`src/design/npcm_pkg.sv`:
```
package npcm_pkg;

  localparam int PALETTE_DEPTH_DEF = 16;

  localparam int SIZE_W  = 5;
  localparam int INDEX_W = 4;
  localparam int CHAN_W  = 8;
  localparam int DIST_W  = 18;

  localparam logic [SIZE_W-1:0] SIZE_RESET = 5'd16;

  localparam logic OP_WRITE = 1'b0;
  localparam logic OP_MATCH = 1'b1;

  typedef struct packed {
    logic wr;
    logic load;
    logic emit;
  } cmd_t;

  typedef struct packed {
    logic done;
  } sts_t;

endpackage

```
`src/design/npcm_item_if.sv`:
```
interface npcm_item_if;
  logic                        valid;
  logic                        ready;
  logic                        operation;
  logic [npcm_pkg::INDEX_W-1:0] entry_index;
  logic [npcm_pkg::CHAN_W-1:0]  red;
  logic [npcm_pkg::CHAN_W-1:0]  green;
  logic [npcm_pkg::CHAN_W-1:0]  blue;
  logic                        end_of_batch;

  modport source (
    output valid, operation, entry_index, red, green, blue, end_of_batch,
    input  ready
  );
  modport sink (
    input  valid, operation, entry_index, red, green, blue, end_of_batch,
    output ready
  );
endinterface

```
`src/design/npcm_result_if.sv`:
```
interface npcm_result_if;
  logic                        valid;
  logic                        ready;
  logic [npcm_pkg::INDEX_W-1:0] nearest_index;
  logic                        batch_done;

  modport source (
    output valid, nearest_index, batch_done,
    input  ready
  );
  modport sink (
    input  valid, nearest_index, batch_done,
    output ready
  );
endinterface

```
`src/design/npcm_cfg_if.sv`:
```
interface npcm_cfg_if;
  logic                       valid;
  logic                       ready;
  logic [npcm_pkg::SIZE_W-1:0] data;

  modport source (
    output valid, data,
    input  ready
  );
  modport sink (
    input  valid, data,
    output ready
  );
endinterface

```
`src/design/npcm_ctrl.sv`:
```
module npcm_ctrl (
  input  logic           clk,
  input  logic           rst,
  input  logic           in_valid,
  input  logic           in_op,
  output logic           in_ready,
  output logic           out_valid,
  input  logic           out_ready,
  output npcm_pkg::cmd_t cmd,
  input  npcm_pkg::sts_t sts
);

  localparam logic [1:0] ST_IDLE = 2'd0;
  localparam logic [1:0] ST_SCAN = 2'd1;
  localparam logic [1:0] ST_HOLD = 2'd2;

  logic [1:0] state;
  logic [1:0] state_next;
  logic       out_valid_next;
  logic       accept;
  logic       slot_free;

  assign in_ready  = (state == ST_IDLE);
  assign accept    = in_valid && in_ready;
  assign slot_free = !out_valid || out_ready;

  always_comb begin
    state_next     = state;
    cmd            = '0;
    out_valid_next = out_valid && !out_ready;
    case (state)
      ST_IDLE: begin
        if (accept && in_op == npcm_pkg::OP_WRITE) begin
          cmd.wr = 1'b1;
        end else if (accept) begin
          cmd.load   = 1'b1;
          state_next = ST_SCAN;
        end
      end
      ST_SCAN: begin
        if (sts.done && slot_free) begin
          cmd.emit       = 1'b1;
          out_valid_next = 1'b1;
          state_next     = ST_IDLE;
        end else if (sts.done) begin
          state_next = ST_HOLD;
        end
      end
      ST_HOLD: begin
        if (slot_free) begin
          cmd.emit       = 1'b1;
          out_valid_next = 1'b1;
          state_next     = ST_IDLE;
        end
      end
      default: begin
        state_next = ST_IDLE;
      end
    endcase
  end

  always_ff @(posedge clk) begin
    if (rst) begin
      state     <= ST_IDLE;
      out_valid <= 1'b0;
    end else begin
      state     <= state_next;
      out_valid <= out_valid_next;
    end
  end

endmodule

```
`src/design/npcm_datapath.sv`:
```
module npcm_datapath #(
  parameter int PALETTE_DEPTH = npcm_pkg::PALETTE_DEPTH_DEF
) (
  input  logic                         clk,
  input  logic                         rst,
  input  npcm_pkg::cmd_t               cmd,
  output npcm_pkg::sts_t               sts,
  input  logic                         cfg_we,
  input  logic [npcm_pkg::SIZE_W-1:0]  cfg_data,
  input  logic [npcm_pkg::INDEX_W-1:0] entry_index,
  input  logic [npcm_pkg::CHAN_W-1:0]  red,
  input  logic [npcm_pkg::CHAN_W-1:0]  green,
  input  logic [npcm_pkg::CHAN_W-1:0]  blue,
  input  logic                         end_of_batch,
  output logic [npcm_pkg::INDEX_W-1:0] nearest_index,
  output logic                         batch_done
);

  localparam int ADDR_W = (PALETTE_DEPTH > 1) ? $clog2(PALETTE_DEPTH) : 1;
  localparam int CNT_W  = $clog2(PALETTE_DEPTH + 1);
  localparam int CW     = npcm_pkg::CHAN_W;
  localparam int DW     = npcm_pkg::DIST_W;

  logic [3*CW-1:0] mem [PALETTE_DEPTH];

  logic [npcm_pkg::SIZE_W-1:0] palette_size;
  logic [CW-1:0]               q_red;
  logic [CW-1:0]               q_green;
  logic [CW-1:0]               q_blue;
  logic                        q_eob;

  logic [CNT_W-1:0]  n_last;
  logic [CNT_W-1:0]  n_last_next;
  logic [CNT_W-1:0]  rd_cnt;
  logic              issuing;

  logic              s1_valid;
  logic              s1_last;
  logic [ADDR_W-1:0] s1_idx;
  logic [3*CW-1:0]   s1_data;

  logic              s2_valid;
  logic              s2_last;
  logic [ADDR_W-1:0] s2_idx;
  logic [DW-1:0]     s2_dist;
  logic [DW-1:0]     dist_next;

  logic [DW-1:0]     best_dist;
  logic [ADDR_W-1:0] best_idx;
  logic              done;

  function automatic logic [2*CW-1:0] sq_diff(input logic [CW-1:0] a, input logic [CW-1:0] b);
    logic [CW-1:0] d;
    d = (a > b) ? (a - b) : (b - a);
    return (2*CW)'(d) * (2*CW)'(d);
  endfunction

  always_comb begin
    if (palette_size == '0) begin
      n_last_next = '0;
    end else if (32'(palette_size) > PALETTE_DEPTH) begin
      n_last_next = CNT_W'(PALETTE_DEPTH - 1);
    end else begin
      n_last_next = CNT_W'(palette_size) - CNT_W'(1);
    end
  end

  assign dist_next = DW'(sq_diff(s1_data[3*CW-1:2*CW], q_red))
                   + DW'(sq_diff(s1_data[2*CW-1:CW], q_green))
                   + DW'(sq_diff(s1_data[CW-1:0], q_blue));

  always_ff @(posedge clk) begin
    if (cmd.wr && 32'(entry_index) < PALETTE_DEPTH) begin
      mem[ADDR_W'(entry_index)] <= {red, green, blue};
    end
    s1_data <= mem[rd_cnt[ADDR_W-1:0]];
  end

  always_ff @(posedge clk) begin
    if (rst) begin
      palette_size <= npcm_pkg::SIZE_RESET;
    end else if (cfg_we) begin
      palette_size <= cfg_data;
    end
  end

  always_ff @(posedge clk) begin
    if (cmd.load) begin
      q_red   <= red;
      q_green <= green;
      q_blue  <= blue;
      q_eob   <= end_of_batch;
      n_last  <= n_last_next;
    end
    s1_idx  <= rd_cnt[ADDR_W-1:0];
    s1_last <= (rd_cnt == n_last);
    s2_idx  <= s1_idx;
    s2_last <= s1_last;
    s2_dist <= dist_next;
    if (s2_valid && (s2_idx == '0 || s2_dist < best_dist)) begin
      best_dist <= s2_dist;
      best_idx  <= s2_idx;
    end
    if (cmd.emit) begin
      nearest_index <= npcm_pkg::INDEX_W'(best_idx);
      batch_done    <= q_eob;
    end
  end

  always_ff @(posedge clk) begin
    if (rst) begin
      issuing  <= 1'b0;
      rd_cnt   <= '0;
      s1_valid <= 1'b0;
      s2_valid <= 1'b0;
      done     <= 1'b0;
    end else begin
      if (cmd.load) begin
        issuing <= 1'b1;
        rd_cnt  <= '0;
      end else if (issuing) begin
        rd_cnt <= rd_cnt + CNT_W'(1);
        if (rd_cnt == n_last) begin
          issuing <= 1'b0;
        end
      end
      s1_valid <= issuing && !cmd.load;
      s2_valid <= s1_valid;
      done     <= s2_valid && s2_last;
    end
  end

  assign sts.done = done;

endmodule

```
`src/design/nearest_palette_colour_match.sv`:
```
// Channel   Dir  Payload                                            Request
// item      in   operation, entry_index, red, green, blue, end_of_batch  write or match
// result    out  nearest_index, batch_done                          one per match
// cfg       in   data (palette_size)                                register write
//
// A write request is written into the palette in the cycle it is taken. A match
// scans min(max(palette_size,1),PALETTE_DEPTH) palette entries, one per cycle,
// through the single palette read port; the next request is taken only once
// the result has gone into the result register.
// The result register lets the next request enter while a result waits;
// a finished scan holds only if the previous result is still not taken.
// rst is synchronous; palette_size resets to 16, palette contents do not reset.
module nearest_palette_colour_match #(
  parameter int PALETTE_DEPTH = npcm_pkg::PALETTE_DEPTH_DEF
) (
  input  logic   clk,
  input  logic   rst,
  npcm_item_if.sink     item,
  npcm_result_if.source result,
  npcm_cfg_if.sink      cfg
);

  npcm_pkg::cmd_t cmd;
  npcm_pkg::sts_t sts;

  assign cfg.ready = 1'b1;

  npcm_ctrl u_ctrl (
    .clk       (clk),
    .rst       (rst),
    .in_valid  (item.valid),
    .in_op     (item.operation),
    .in_ready  (item.ready),
    .out_valid (result.valid),
    .out_ready (result.ready),
    .cmd       (cmd),
    .sts       (sts)
  );

  npcm_datapath #(
    .PALETTE_DEPTH (PALETTE_DEPTH)
  ) u_datapath (
    .clk           (clk),
    .rst           (rst),
    .cmd           (cmd),
    .sts           (sts),
    .cfg_we        (cfg.valid),
    .cfg_data      (cfg.data),
    .entry_index   (item.entry_index),
    .red           (item.red),
    .green         (item.green),
    .blue          (item.blue),
    .end_of_batch  (item.end_of_batch),
    .nearest_index (result.nearest_index),
    .batch_done    (result.batch_done)
  );

endmodule

```
`src/flat_wrapper.sv`:
```
// flat-port wrapper written by rule: the top's interface ports become plain ports
module nearest_palette_colour_match_flat 
#(
  parameter int PALETTE_DEPTH = npcm_pkg::PALETTE_DEPTH_DEF
)
  (clk, rst, item_valid, item_operation, item_entry_index, item_red, item_green, item_blue, item_end_of_batch, item_ready, result_valid, result_nearest_index, result_batch_done, result_ready, cfg_valid, cfg_data, cfg_ready);
  npcm_item_if item_i ();
  npcm_result_if result_i ();
  npcm_cfg_if cfg_i ();
  input  logic clk;
  input  logic rst;
  input wire logic [$bits(item_i.valid)-1:0] item_valid;
  input wire logic [$bits(item_i.operation)-1:0] item_operation;
  input wire logic [$bits(item_i.entry_index)-1:0] item_entry_index;
  input wire logic [$bits(item_i.red)-1:0] item_red;
  input wire logic [$bits(item_i.green)-1:0] item_green;
  input wire logic [$bits(item_i.blue)-1:0] item_blue;
  input wire logic [$bits(item_i.end_of_batch)-1:0] item_end_of_batch;
  output wire logic [$bits(item_i.ready)-1:0] item_ready;
  output wire logic [$bits(result_i.valid)-1:0] result_valid;
  output wire logic [$bits(result_i.nearest_index)-1:0] result_nearest_index;
  output wire logic [$bits(result_i.batch_done)-1:0] result_batch_done;
  input wire logic [$bits(result_i.ready)-1:0] result_ready;
  input wire logic [$bits(cfg_i.valid)-1:0] cfg_valid;
  input wire logic [$bits(cfg_i.data)-1:0] cfg_data;
  output wire logic [$bits(cfg_i.ready)-1:0] cfg_ready;
  assign item_i.valid = item_valid;
  assign item_i.operation = item_operation;
  assign item_i.entry_index = item_entry_index;
  assign item_i.red = item_red;
  assign item_i.green = item_green;
  assign item_i.blue = item_blue;
  assign item_i.end_of_batch = item_end_of_batch;
  assign item_ready = item_i.ready;
  assign result_valid = result_i.valid;
  assign result_nearest_index = result_i.nearest_index;
  assign result_batch_done = result_i.batch_done;
  assign result_i.ready = result_ready;
  assign cfg_i.valid = cfg_valid;
  assign cfg_i.data = cfg_data;
  assign cfg_ready = cfg_i.ready;
  nearest_palette_colour_match #(.PALETTE_DEPTH(PALETTE_DEPTH)) u_core (.clk(clk), .rst(rst), .item(item_i), .result(result_i), .cfg(cfg_i));
endmodule
```
`config.mk`:
```
export PLATFORM = sky130hd
export DESIGN_NAME = nearest_palette_colour_match_flat
export DESIGN_NICKNAME = d
export VERILOG_FILES = /design/src/design/npcm_pkg.sv /design/src/design/npcm_item_if.sv /design/src/design/npcm_result_if.sv /design/src/design/npcm_cfg_if.sv /design/src/design/npcm_ctrl.sv /design/src/design/npcm_datapath.sv /design/src/design/nearest_palette_colour_match.sv /design/src/flat_wrapper.sv
export SDC_FILE = /design/constraint.sdc
export NUM_CORES = 1
export LEC_CHECK = 0
export ABC_AREA = 1
export BUFFER_PORTS_ARGS = -buffer_cell sky130_fd_sc_hd__clkbuf_2
export CAP_MARGIN = 20
export CORE_ASPECT_RATIO = 1.75
export CORE_MARGIN = 2
export CORE_UTILIZATION = 64
export DETAILED_ROUTE_END_ITERATION = 8
export GPL_ROUTABILITY_DRIVEN = 0
export PLACE_DENSITY = 0.84
export SETUP_SLACK_MARGIN = 0.4
export SLEW_MARGIN = 5
export SYNTH_ARGS = -nofsm -noshare
export SYNTH_HDL_FRONTEND = slang
export SYNTH_SLANG_ARGS = --single-unit
```
`constraint.sdc`:
```
create_clock -name clk -period 7.95 [get_ports clk]
set_input_delay 0.3975 -clock clk [delete_from_list [all_inputs] [get_ports clk]]
set_output_delay 0.3975 -clock clk [all_outputs]
set_load 0.01 [all_outputs]
```
# After elaboration in Yosys (flattened, before gate mapping)
# Memories as Yosys holds them, arrays and structs flattened. A register that Yosys moved wholly into a read port is not among the register bits.
# Index checks and enable logic that the tools add are counted.
[word_totals] ff_bits=102 ramBits=384 inputBits=40 output_inout_bits=8 word_cells=93 n_memories=1
[op_classes] addsub=10 n_mul=3 n_lt_le_gt_ge=5 eq_ne=7 muxes=25 n_bitwise=1 reduce_logical=18
[memory_table] memory="u_core.u_datapath.mem" words=16 word_bits=24 rd=1 rd_ports_with_merged_regs=1 write_ports=1 line="npcm_datapath.sv:24" rtl="logic [3*CW-1:0] mem [PALETTE_DEPTH];"
[op_table] cell="$mul A8 B8 Y16" n=3
[op_table] cell="$sub A8 B8 Y8" n=6
[op_table] cell="$gt A8 B8 Y1" n=3
[op_table] cell="$mux W8" n=3
[op_table] cell="$add A17 B16 Y18" n=1
[op_table] cell="$lt A18 B18 Y1" n=1
[op_table] cell="$add A16 B16 Y17" n=1
[op_table] cell="$mux W1" n=12
[op_table] cell="$mux W2" n=6
[op_table] cell="$logic_and A1 B1 Y1" n=7
[op_table] cell="$pmux W2 S3" n=1
[op_table] cell="$add A5 B1 Y5 const B" n=1
[op_table] cell="$eq A5 B5 Y1" n=1
[op_table] cell="$gt A5 B5 Y1 const B" n=1
[op_table] cell="$logic_not A5 Y1" n=1
[op_table] cell="$sub A5 B1 Y5 const B" n=1
[op_table] cell="$logic_not A4 Y1" n=1
[op_table] cell="$mux W4" n=1
[op_table] cell="$ne A2 B2 Y1 const B" n=2
[op_table] cell="$pmux W1 S2" n=2
[op_table] cell="$reduce_and A4 Y1" n=1
[op_table] cell="$reduce_or A2 Y1" n=2
[op_table] cell="$logic_not A1 Y1" n=3
[op_table] cell="$ne A3 B3 Y1 const B" n=1
[op_table] cell="6 further kinds" n=7

# Depth between registers and ports, before layout
# Gate-level depths: netlist of the first run.
[depth] word_depth=7 depth_mapped=37 mapped_depth_nobuf=36

# Hierarchy
# Synthesis of the first run repeated with hierarchy kept, for this count alone.
[hier_totals] cells_unflattened=2441 area_unflattened_um2=27078.5
[by_module_without_submodules] mod="npcm_datapath" n_inst=1 cells_each=2403 area_per_inst_um2=26827.0 seq_area_each_um2=14564.0
[by_module_without_submodules] mod="npcm_ctrl" n_inst=1 cells_each=36 area_per_inst_um2=240.2 seq_area_each_um2=60.1
[by_module_without_submodules] mod="nearest_palette_colour_match" n_inst=1 cells_each=2 area_per_inst_um2=11.3 seq_area_each_um2=0.0

# Worst setup path after synthesis of the first run
# Ideal clock, no wire load.
[synth_timing] path_type="register to register" from="register u_core.u_datapath.q_red[0]" to="register u_core.u_datapath.s2_dist[15]" setup_ps=127 arrival_time_ps=6542 required_time_ps=7823 path_slack_ps=1281 path_stages_with_launch=32 path_buffers=0 synth_period_minus_slack_ps=6669 cell_sequence="edfxtp_1 > ha_1 > inv_1 > fa_1 > inv_1 > o21ai_1 > nand2_1 > nand2_2 > nand2_4 > inv_4 > nand2_1 > nand2_2 > nor2_2 > inv_1 > fa_1 > inv_1 > fa_1 > inv_1 > fa_1 > fa_1 > inv_1 > fa_1 > inv_1 > fa_1 > fa_1 > inv_1 > ha_1 > a21oi_1 > o21ai_0 > a21oi_1 > o21ai_0 > xor2_1"
[synth_via] elab_chain_cells=5 elab_cells_between_ends=7 classes_between="add/sub (4); mul (1); order compare (1); mux (1)"
[synth_lines] element="from (decl)" line="npcm_datapath.sv:27" rtl="logic [CW-1:0] q_red;"
[synth_lines] element="from (signal assigned)" line="npcm_datapath.sv:89" rtl="q_red <= red;"
[synth_lines] element="$sub A8 B8 Y8 / $gt A8 B8 Y1 (equally long branches)" line="npcm_datapath.sv:54" rtl="d = (a > b) ? (a - b) : (b - a);"
[synth_lines] element="$mux W8 (*)" line="npcm_datapath.sv:54"
[synth_lines] element="$mul A8 B8 Y16 (*)" line="npcm_datapath.sv:55" rtl="return (2*CW)'(d) * (2*CW)'(d);"
[synth_lines] element="$add A16 B16 Y17 (*)" line="npcm_datapath.sv:69" rtl="+ DW'(sq_diff(s1_data[2*CW-1:CW], q_green))"
[synth_lines] element="$add A17 B16 Y18 (*)" line="npcm_datapath.sv:70" rtl="+ DW'(sq_diff(s1_data[CW-1:0], q_blue));"
[synth_lines] element="net u_core.u_datapath.dist_next[15]" line="npcm_datapath.sv:46" rtl="logic [DW-1:0] dist_next;"
[synth_lines] element="to (signal assigned)" line="npcm_datapath.sv:99" rtl="s2_dist <= dist_next;"
[synth_lines] element="to (decl)" line="npcm_datapath.sv:45" rtl="logic [DW-1:0] s2_dist;"
# Mark *: on every way through the listed nets, which the timed path passes. The rest lies on a longest branch.
# A chain may end at the register's enable or synchronous reset.

# Worst setup path after layout of the first run
# Ends and elaborated chain as after synthesis.

==> metrics.md, run 1 <==
| Metric | Value |
|---|---|
| Mapped Area | `27000 µm²` |
| RSZ-0062 raised after global routing | `false` |
| Starting Density | `64.8%` |
| Cell family contributing the most delay on the critical path | `adder cells` |
| Commonest non-fill, non-tap cell in the layout | `edfxtp_1` |
| Gr ovfl total | `0` |
| Core Rows | `99` |
| Clock Latency Late Sink | `0.57 ns` |
| Final hold slack | `0.0481 ns` |
| Startpoint Class | `flop` |
| Area contributors post-synth | `edfxtp_1 (49%), fa_1 (10%), ha_1 (7.0%), dfxtp_1 (5.1%), inv_1 (4.9%)` |
| Peak Freq | `139 MHz` |
| Cell Count Post-Placement | `2981` |
| Required @ worst endpoint | `8.45 ns` |
| Worst hold path type | `in2reg` |
| CTS max path bufs | `3` |
| Number of global-route vias before repair | `18800` |
| Fin. Hold Viols | `0` |
| Initial antenna violation count | `3` |
| Least-Margin Pin Slew | `1.12 ns` |
| First-pass GRT wire length | `96700 µm` |
| Max stage delay on crit path | `0.55 ns` |
| Area Overhead vs Synth | `8.22%` |
| Largest net degree at the start of global routing | `107` |
| Htree depth | `2` |
| Multi-input gate area | `10700 µm²` |
| FF-to-FF End | `u_core.u_datapath.s2_dist[15]` |
| CP bufs+invs | `8` |
| IO Pins | `48` |
| Worst r2r path cells | `30` |
| #FFs+latches synth | `510` |
| Pre-CTS WS | `0.747 ns` |
| Cells after synthesis | `2446` |
| Die X-Extent | `159 µm` |
| Crit Path Max Fanout | `9` |
| Ys Warns | `0` |
| Filler instances | `2833` |
| Final TNS setup | `0 ns` |
| Commonest cells after routing, fill and taps aside | `edfxtp_1 (441), inv_1 (355), nor2_1 (303)` |
| # clock sinks | `510` |
| Die Span Y | `276 µm` |
| CP Capture Type | `flop` |
| Drt first pass iters | `6` |
| Crit. Startpoint | `u_core.u_datapath.q_red[0]` |
| Initial drt markers | `2033` |
| Final period utilization | `90.6%` |
| Port-buffer cells | `46` |
| Max Slew Vio Count | `0` |
| Avg Inst Size Synth | `11.1 µm²` |
| Critical path's slowest cell | `fa_1` |
| Fin crit period | `7.20 ns` |
| EDFF count, synth | `441` |
| Num CTS Buffers | `42` |
| Clock root buffer | `clkbuf_16` |
| Final setup skew | `0.0192 ns` |
| Fin cells | `3064` |
| Max-Cap Viols | `0` |
| Core area | `41700 µm²` |
| DR vias/cell | `6.03` |
| CP Data Arrival Time | `7.70 ns` |
| Status | `complete, no violations` |
| DIE AREA | `44000 µm²` |
| Reg area | `14600 µm²` |
| Main synth FF type | `edfxtp_1` |
| RR Startpoint | `u_core.u_datapath.q_red[0]` |
| DRT antenna net count | `0` |
| GR Util All Layers | `28.3%` |
| Max transition margin | `25.0%` |
| Final Worst Setup Slack | `0.751 ns` |
| Share of the synthesized area in the top cell type | `49.0%` |
| Area leader, netlist | `edfxtp_1` |
| Critical setup path kind | `reg2reg` |
| Syn nets | `2775` |
| Layout cell share with drive strength beyond 1 | `8.90%` |
| DP HPWL | `40900 µm` |
| CP Depth | `30` |
| Synth async-reset ratio | `0%` |
| Drc violations | `0` |
| Distinct cells, synth | `48` |
| Nets | `2803` |
| Routed vias | `18500` |
| Setup slack, reg-to-reg | `0.75 ns` |
| Final setup vio count | `0` |
| CTS tree | `done` |
| Crit path capture | `u_core.u_datapath.s2_dist[15]` |
| Post-Route WL | `62700 µm` |
| WL/cell | `20.5 µm` |
| Reg clk slew, reported paths | `0.07 ns` |
| Sequential area share after synthesis | `54.1%` |
==> per-stage QoR <==
step / area [µm²] / utilization (%)
after floorplan: 27000 / -
after global placement: 27800 / 66.6
after detailed placement: 27800 / 66.6
after CTS: 29200 / 70.0
after global routing: 29300 / 70.1
final: 29300 / 70.1
==> cell usage after synthesis (2+ instances only) <==
| master | number |
|---|---|
| fa_1 | 137 |
| a21oi_2 | 2 |
| nor3_1 | 4 |
| nor2_4 | 3 |
| o22ai_1 | 29 |
| inv_2 | 8 |
| o21a_1 | 6 |
| xor2_1 | 21 |
| inv_1 | 355 |
| nand3_1 | 59 |
| clkbuf_2 | 2 |
| or2_2 | 4 |
| a21o_1 | 5 |
| o21bai_1 | 9 |
| nor2_2 | 4 |
| nand2_1 | 273 |
| buf_4 | 7 |
| o21ai_4 | 2 |
| buf_1 | 2 |
| xnor2_1 | 16 |
| nor2_1 | 321 |
| a31oi_1 | 6 |
| edfxtp_1 | 441 |
| o21ai_1 | 4 |
| ha_1 | 152 |
| dfxtp_1 | 69 |
| nand2_4 | 8 |
| inv_4 | 2 |
| buf_2 | 22 |
| o221ai_1 | 67 |
| clkbuf_1 | 56 |
| o21ai_0 | 217 |
| nand4_1 | 10 |
| nand2_2 | 24 |
| o21ai_2 | 2 |
| buf_6 | 3 |
| o211ai_1 | 30 |
| a21oi_1 | 54 |
==> kinds of logic (layout without fill, tap and decap cells) <==
group | after synthesis | in the layout | synth area share, %
XOR/XNOR | 37 | 37 | 1.20
other | 1 | 4 | 0.0139
buffers and inverters | 457 | 517 | 6.66
flip-flops | 510 | 510 | 54.1
adder cells (fa/ha/maj) | 289 | 289 | 17.2
AO/OA/AOI/OAI | 437 | 437 | 9.84
AND/OR/NAND/NOR | 715 | 715 | 11.0
==> worst min-delay path by stage <==
stage,from,endpoint,depth (start not counted)
after floorplan,u_core.u_datapath.s1_idx[0],u_core.u_datapath.s2_idx[0],0
after global placement,u_core.u_datapath.s1_idx[0],u_core.u_datapath.s2_idx[0],0
after detailed placement,u_core.u_datapath.s1_idx[1],u_core.u_datapath.s2_idx[1],0
after CTS,cfg_valid,u_core.u_datapath.palette_size[4],2
after global routing,cfg_data[4],u_core.u_datapath.palette_size[4],3
final,cfg_data[4],u_core.u_datapath.palette_size[4],3
==> per-layer routing <==
metal  part of all wire, %  wire, µm  track usage (%)
met2                    54     33800             52.9
met3                   7.1      4440             3.14
met1                    33     20600             31.0
met5                     0         0                0
met4                   6.1      3820             17.1
==> cell type report <==
cell class / count / area share [%]
Sequential cell: 510 / 50.0
Antenna cell: 3 / 0.0257
Timing Repair Buffer: 76 / 1.58
Clock buffer: 54 / 3.75
Tap cell: 555 / 2.37
Inverter: 365 / 4.71
Multi-Input combinational cell: 1479 / 36.5
Clock inverter: 22 / 1.08
==> repair_timing <==
action,4_1_cts,5_1_grt
gates resized for setup,0,6
hold buffers,1,0
setup buffers,0,3
endpoints found under the hold margin,1,0
setup endpoints to repair,0,3
==> registers in the layout (all words and copies together), names as in the netlist, 2 cells and up <==
| signal | flops |
|---|---|
| u_core.u_datapath.best_idx | 4 |
| u_core.u_datapath.mem | 384 |
| u_core.u_datapath.palette_size | 5 |
| u_core.u_datapath.s2_dist | 18 |
| u_core.u_datapath.best_dist | 18 |
| u_core.u_datapath.s1_data | 24 |
| u_core.u_datapath.nearest_index | 4 |
| u_core.u_datapath.s2_idx | 4 |
| u_core.u_datapath.q_green | 8 |
| u_core.u_datapath.q_red | 8 |
| u_core.u_datapath.s1_idx | 4 |
| u_core.u_datapath.n_last | 5 |
| u_core.u_ctrl.state | 2 |
| u_core.u_datapath.rd_cnt | 5 |
| u_core.u_datapath.q_blue | 8 |
==> worst reg2reg max path: cells and delay by family, from the launching register on <==
family | cells | cell delay (ns)
flops | 1 | 0.40
buf+inv | 8 | 0.53
xor+xnor | 1 | 0.15
simple gates | 6 | 0.77
fa+ha+maj | 10 | 4.40
compound gates | 5 | 0.89
Power of run 1 is left out: the tool's default activity adds up to more than one toggle a clock period on the data nets, which glitch-free logic cannot reach.
==> run 2: changes to the inputs <==
- GPL_TIMING_DRIVEN: unset -> 0
==> metrics.md, run 2 (same netlist as run 1, synthesis figures left out) <==
| Metric | Value |
|---|---|
| Core area | `41700 µm²` |
| Critical setup path kind | `reg2reg` |
| Starting Density | `64.8%` |
| Max-Cap Viols | `0` |
| Hold path depth | `3` |
| Max Slew Vio Count | `0` |
| Post-Route WL | `74300 µm` |
| Port-buffer cells | `46` |
| CTS tree | `done` |
| Max reg flops | `384` |
| Largest net degree at the start of global routing | `32` |
| Reg clk slew, reported paths | `0.07 ns` |
| Htree depth | `2` |
| DIE AREA | `44000 µm²` |
| CP bufs+invs | `8` |
| Required @ worst endpoint | `8.40 ns` |
| Final setup skew | `0.0516 ns` |
| Worst hold path type | `in2reg` |
| Routed vias | `19800` |
| Initial drt markers | `2763` |
| CP Depth | `30` |
| Gr ovfl total | `0` |
| WL/cell | `23.6 µm` |
| Critical path's slowest cell | `fa_1` |
| Cell family contributing the most delay on the critical path | `adder cells` |
| CP Capture Type | `flop` |
| Crit path top cell by count | `inv_1` |
| Core Rows | `99` |
| Commonest non-fill, non-tap cell in the layout | `edfxtp_1` |
| RSZ-0062 raised after global routing | `true` |
| CTS max path bufs | `3` |
| Final period utilization | `92.8%` |
| Final setup vio count | `0` |
| First-pass GRT wire length | `112000 µm` |
| Drc violations | `0` |
| Least-Margin Pin Slew | `1.12 ns` |
| Number of global-route vias before repair | `20700` |
| Nets | `2884` |
| Layout cell share with drive strength beyond 1 | `9.73%` |
| Filler instances | `2722` |
| Die X-Extent | `159 µm` |
| Die Span Y | `276 µm` |
| Max transition margin | `25.0%` |
| Status | `complete, no violations` |
| DP HPWL | `52200 µm` |
| DR vias/cell | `6.29` |
| IO Pins | `48` |
| Worst r2r path cells | `30` |
| Top reg by flops | `u_core.u_datapath.mem` |
| Drt first pass iters | `6` |
| Clock Latency Late Sink | `0.61 ns` |
| Fin. Hold Viols | `0` |
| Area Overhead vs Synth | `10.5%` |
| # clock sinks | `510` |
| Clock root buffer | `clkbuf_16` |
| Initial antenna violation count | `3` |
| Commonest cells after routing, fill and taps aside | `edfxtp_1 (441), inv_1 (354), nor2_1 (302)` |
| Final TNS setup | `0 ns` |
| CP Data Arrival Time | `7.83 ns` |
| Crit Path Max Fanout | `9` |
| Peak Freq | `136 MHz` |
| Registers with the most flip-flops | `u_core.u_datapath.mem: 384 flops, u_core.u_datapath.s1_data: 24 flops` |
| GR Util All Layers | `33.9%` |
| DRT antenna net count | `0` |
| Num CTS Buffers | `43` |
| Max stage delay on crit path | `0.54 ns` |
| Startpoint Class | `flop` |
| Fin crit period | `7.38 ns` |
run 2: changes by cell type in the layout (fill, tap and decap cells not counted), moves of 3 or more:
cell	delta
buf_12	+11
buf_2	+22
buf_4	-17
bufinv_16	-4
clkbuf_1	+54
clkbuf_8	+6
clkinv_1	+3
dfxtp_1	+3
inv_2	+3
nor2_2	-16
nor2_4	+17
run 2: worst paths after layout:
check,slack [ns],start,endpoint
worst min register to register,0.32,u_core.u_datapath.s1_idx[3],u_core.u_datapath.s2_idx[3]
worst max register to register,0.57,u_core.u_datapath.q_red[0],u_core.u_datapath.s2_dist[15]
worst min-delay path,0.04,cfg_data[4],u_core.u_datapath.palette_size[4]
worst max-delay path,0.57,u_core.u_datapath.q_red[0],u_core.u_datapath.s2_dist[15]
run 2: area by class of cell:
cell class / count / area (µm²) / area share, %
clock inverters: 21 / 235 / 0.788
flip-flops and latches: 510 / 14600 / 49.0
inverters: 365 / 1380 / 4.60
diodes: 2 / 5.00 / 0.0168
well taps: 555 / 694 / 2.33
plain buffers: 92 / 424 / 1.42
repair buffers: 64 / 533 / 1.78
clock buffers: 59 / 1200 / 4.01
multi-input cells: 1479 / 10800 / 36.1
run 2: what timing repair did:
action	in CTS	in global routing
endpoints found under the setup margin	1	9
endpoints found under the hold margin	1	0
setup buffers	0	4
pin swaps	0	6
hold buffers	1	0
cloned	0	0
gates resized for setup	1	15
run 2: per-stage QoR:
step           setup slack [ns]  utilization, %  instances  instance area [µm²]  hold slack [ns]
2_1_floorplan              1.28               -       2446                27000            0.310
3_3_place_gp              0.699            67.0       3047                28000            0.310
3_5_place_dp              0.446            67.9       3060                28400            0.312
4_1_cts                   0.498            71.4       3141                29800           0.0220
5_1_grt                   0.332            71.5       3145                29900           0.0563
6_report                  0.575            71.5       3147                29900           0.0385
run 2: layer usage:
| metal | routed length (µm) | vias to the layer above | global-route usage, % |
|---|---|---|---|
| met5 | 21 | - | 0 |
| li1 | - | 8488 | - |
| met3 | 6780 | 486 | 5.85 |
| met1 | 21500 | 9418 | 33.4 |
| met4 | 7280 | 2 | 29.0 |
| met2 | 38700 | 1409 | 61.6 |
run 2: worst reg2reg max path, delay by kind of cell, from the launching register on:
kind / cells / cell delay (ns)
and+or+nand+nor: 6 / 0.71
xor gates and xnor gates: 1 / 0.17
adders and majority gates: 10 / 4.51
DFF: 1 / 0.40
AOI/OAI and AO/OA: 5 / 0.86
buffers and inverters: 8 / 0.60
Power of run 2 is left out for the same reason.
